File: src/rmst_pkg.sv
package rmst_pkg;

    localparam int MAX_ELEMENTS = 1024;
    localparam int NODE_CNT     = 2 * MAX_ELEMENTS;
    localparam int NODE_AW      = $clog2(NODE_CNT);
    localparam int IDX_W        = 11;
    localparam int VAL_W        = 32;
    localparam int EXT_W        = ((NODE_AW > IDX_W) ? NODE_AW : IDX_W) + 1;
    localparam int IN_DATA_W    = ((2 * IDX_W + VAL_W + 7) / 8) * 8;

    localparam logic [IDX_W-1:0] COUNT_RST = IDX_W'(1024);
    localparam logic [VAL_W-1:0] SIGN_BIT  = {1'b1, {(VAL_W - 1){1'b0}}};

    localparam logic CMD_UPDATE = 1'b0;
    localparam logic CMD_QUERY  = 1'b1;

    typedef logic [VAL_W-1:0] key_t;
    typedef logic [EXT_W-1:0] ext_t;

    typedef struct packed {
        logic clr_step;
        logic load;
        logic upd_rd;
        logic upd_wr;
        logic qry_rd;
        logic qry_acc;
        logic out_load;
    } dp_cmd_t;

    typedef struct packed {
        logic clr_last;
        logic p_le_one;
        logic l_lt_r;
        logic out_free;
    } dp_stat_t;

endpackage

File: src/rmst_ctrl.sv
module rmst_ctrl
    import rmst_pkg::*;
(
    input  logic     clk,
    input  logic     rst_n,
    input  logic     in_valid,
    input  logic     in_cmd,
    input  dp_stat_t stat,
    output logic     in_ready,
    output dp_cmd_t  cmd
);

    localparam logic [2:0] ST_CLEAR  = 3'd0;
    localparam logic [2:0] ST_IDLE   = 3'd1;
    localparam logic [2:0] ST_U_RD   = 3'd2;
    localparam logic [2:0] ST_U_WR   = 3'd3;
    localparam logic [2:0] ST_Q_RD   = 3'd4;
    localparam logic [2:0] ST_Q_ACC  = 3'd5;
    localparam logic [2:0] ST_Q_DONE = 3'd6;

    logic [2:0] state_reg;
    logic [2:0] state_next;

    always_comb
    begin
        state_next = state_reg;
        cmd        = '0;
        in_ready   = 1'b0;
        unique case (state_reg)
            ST_CLEAR:
            begin
                cmd.clr_step = 1'b1;
                if (stat.clr_last)
                begin
                    state_next = ST_IDLE;
                end
            end
            ST_IDLE:
            begin
                in_ready = 1'b1;
                if (in_valid)
                begin
                    cmd.load   = 1'b1;
                    state_next = (in_cmd == CMD_QUERY) ? ST_Q_RD : ST_U_RD;
                end
            end
            ST_U_RD:
            begin
                if (stat.p_le_one)
                begin
                    state_next = ST_IDLE;
                end
                else
                begin
                    cmd.upd_rd = 1'b1;
                    state_next = ST_U_WR;
                end
            end
            ST_U_WR:
            begin
                cmd.upd_wr = 1'b1;
                state_next = ST_U_RD;
            end
            ST_Q_RD:
            begin
                cmd.qry_rd = 1'b1;
                state_next = stat.l_lt_r ? ST_Q_ACC : ST_Q_DONE;
            end
            ST_Q_ACC:
            begin
                cmd.qry_acc = 1'b1;
                state_next  = ST_Q_RD;
            end
            ST_Q_DONE:
            begin
                if (stat.out_free)
                begin
                    cmd.out_load = 1'b1;
                    state_next   = ST_IDLE;
                end
            end
            default:
            begin
                state_next = ST_CLEAR;
            end
        endcase
    end

    always_ff @(posedge clk or negedge rst_n)
    begin
        if (!rst_n)
        begin
            state_reg <= ST_CLEAR;
        end
        else
        begin
            state_reg <= state_next;
        end
    end

endmodule

File: config.mk
export PLATFORM = sky130hd
export DESIGN_NAME = rmst_ctrl
export DESIGN_NICKNAME = d
export VERILOG_FILES = /design/src/rmst_pkg.sv /design/src/rmst_ctrl.sv
export SDC_FILE = /design/constraint.sdc
export NUM_CORES = 1
export LEC_CHECK = 0
export BUFFER_PORTS_ARGS = -buffer_cell sky130_fd_sc_hd__clkbuf_2
export CORE_AREA = 2 2 39 41
export DETAILED_ROUTE_END_ITERATION = 8
export DIE_AREA = 0 0 41 43
export PLACE_DENSITY = 0.48
export RECOVER_POWER = 50
export SLEW_MARGIN = 25
export SYNTH_ARGS = -nofsm -noshare
export SYNTH_HDL_FRONTEND = slang
export SYNTH_SLANG_ARGS = --single-unit
File: constraint.sdc
create_clock -name clk -period 3.3 [get_ports clk]
set_input_delay 0.825 -clock clk [delete_from_list [all_inputs] [get_ports clk]]
set_output_delay 0.825 -clock clk [all_outputs]
set_load 0.01 [all_outputs]
==> results.json <==
{
  "status": "completed",
  "drc": 0,
  "drtPass1Iterations": 4,
  "netlist.area_leader.share_pct": 30.2,
  "post_cts_buffers": 0,
  "p_int_uw": 173,
  "synth_top_area_cell": "dfrtp_1",
  "yosysWarnings": 0,
  "cp_top_family": "buffers and inverters",
  "crit_arrival_ns": 1.31,
  "syn_to_final_growth_pct": 38.7,
  "criticalPathCategory": "in -> out",
  "cts_tree": "built",
  "grt_max_degree": 15,
  "synth-seq-cells": 3,
  "clock_latency_ns": 0.23,
  "numCtsBuffers": 3,
  "crit_chain": "clkbuf_2, nor4b_1, clkbuf_2",
  "fillers": 180,
  "dieArea_um2": 1760,
  "track_usage_pct": 9.55,
  "h-tree-depth": 1,
  "overflow": 0,
  "layout.nets": 58,
  "rsz0062_at_grt": "false",
  "clock_skew_ns": 0.00156,
  "synth_area_leaders": "dfrtp_1, o21ai_0, nand2_1, mux2_4, nor2_1",
  "p_leak_uw": 0.000162,
  "slowest_stage": "nor4b_1",
  "post-place-ws_ns": 1.16,
  "synth_cell_types": 19,
  "cts_hold_buf": 0,
  "finalCritPeriodShare_pct": 64.8,
  "hold_viol": 0,
  "viasPerCell": 4.40,
  "max_stage_delay_ns": 0.22,
  "fp.dieH_um": 43,
  "slew-limit-headroom_pct": 75.5,
  "synth_area_per_cell_um2": 7.55,
  "clockPowerShare_pct": 20.5,
  "drv_cap": 0,
  "clock-sinks": 3,
  "antenna_cells": 0,
  "ys_seq_area_share_pct": 30.2,
  "cp-end-kind": "output pin",
  "fmax_ghz": 0.468,
  "cp_common_cell": "clkbuf_2",
  "worstMarginPinSlew_ns": 0.367,
  "pwr-share-seq_pct": 35.1,
  "ir_worst_vdd_uv": 270,
  "layout_commonest_cell": "clkbuf_2",
  "gp_congestion": 0.728,
  "p_sw_uw": 140,
  "pwr-share-comb_pct": 44.4,
  "drive_above_1_share_pct": 32.7,
  "cts_resized": 0,
  "most-common-layout-cells": "clkbuf_2, nand2_1, nor2_1, o21ai_0, clkbuf_1",
  "vias": 286,
  "hold_path.class": "in -> async",
  "largest_reg_flops": 3,
  "synth.cell_area_um2": 249,
  "reg2reg_setup_slack_ns": 2.02,
  "portBuffers": 15,
  "floorplan.initialDensity_pct": 18.0,
  "path_buf_inv": 2,
  "postSynthCellCount": 33,
  "clk_pin_slew_ns": 0.04,
  "finalSetupViolCount": 0,
  "power_density_nw_per_um2": 907,
  "row_count": 14,
  "start_kind": "input port",
  "antenna_found_initial": 0,
  "grt_pass1_vias": 284,
  "grt_pass1_wl_mm": 1.08,
  "drt_wl_total_um": 609,
  "swShare_pct": 44.8,
  "required_ns": 2.47,
  "coreArea_um2": 1380,
  "hpwl_um": 453,
  "cp_max_fo": 2,
  "post_drt_wl_per_cell_um": 9.37,
  "drt_iter0_markers": 1,
  "cts_root_buffer": "clkbuf_4",
  "io_pins": 16,
  "cts_max_path_buffers": 2,
  "final_max_slew_viol_count": 0,
  "min_period_ns": 2.14,
  "setup_slack_ns": 1.16,
  "tns_ns": 0,
  "syn_nets": 41,
  "die_w_um": 41,
  "ant_nets": 0
}
[through the flow]
step | area (um^2) | utilization [%] | instances | hold WS, ns | power, uW
after floorplan | 249 | - | 33 | 0.529 | 219
after global placement | 327 | 23.6 | 61 | 0.625 | 260
after detailed placement | 327 | 23.6 | 61 | 0.625 | 260
after CTS | 353 | 25.5 | 65 | 0.374 | 329
after global routing | 345 | 25.0 | 65 | 0.388 | 354
final | 345 | 25.0 | 65 | 0.389 | 313
[power groups by stage]
stage	Sequential (uW)	Clock (uW)	Combinational [uW]
finish	110	64.2	139
global route	119	72.3	163
CTS	113	67.1	148
detailed placement	113	0	147
global placement	113	0	147
floorplan	67.6	0	152
[final cells by class]
| type | count | area (um^2) | share of cell area, % |
|---|---|---|---|
| inverter | 1 | 3.75 | 1.09 |
| clock buffer | 4 | 26.3 | 7.61 |
| timing repair buffer | 15 | 71.3 | 20.7 |
| tap | 16 | 20.0 | 5.80 |
| sequential | 3 | 75.1 | 21.7 |
| multi-input combinational | 26 | 149 | 43.1 |
[path summary, 6_finish.rpt]
path	startpoint	to	cells after the start
worst max register to register	state_reg[1]	state_reg[1]	3
worst max-delay path	stat[2]	cmd[4]	3
worst min register to register	state_reg[2]	state_reg[2]	2
max in group asynchronous	rst_n	state_reg[1]	1
min in group clk	state_reg[2]	state_reg[2]	2
worst min-delay path	rst_n	state_reg[0]	1
[synth_stat cells]
library cell,instances
nand2_1,5
nor2_1,4
o21ai_0,4
dfrtp_1,3
buf_2,2
nand2b_1,2
a21oi_1,1
a21oi_2,1
and2_1,1
buf_4,1
inv_1,1
mux2_4,1
nand4b_1,1
nor2b_1,1
nor3_1,1
nor3b_1,1
nor4b_1,1
o21a_1,1
o31ai_1,1
[layer usage]
| layer | vias up | part of all wire (%) | track usage [%] |
|---|---|---|---|
| li1 | 144 | - | - |
| met4 | 0 | 2.1 | 10.0 |
| met2 | 10 | 55 | 14.1 |
| met1 | 130 | 36 | 9.35 |
| met3 | 2 | 6.6 | 3.14 |
| met5 | - | 0 | 0 |
[cells by family (layout without fill, tap and decap cells)]
group | Yosys count | count (layout) | synth area share (%)
buffers and inverters | 4 | 20 | 8.54
AO/OA/AOI/OAI | 8 | 8 | 19.6
AND/OR/NAND/NOR | 17 | 17 | 35.7
multiplexers | 1 | 1 | 6.03
flip-flops | 3 | 3 | 30.1
Power figures use the tool's default switching activity.
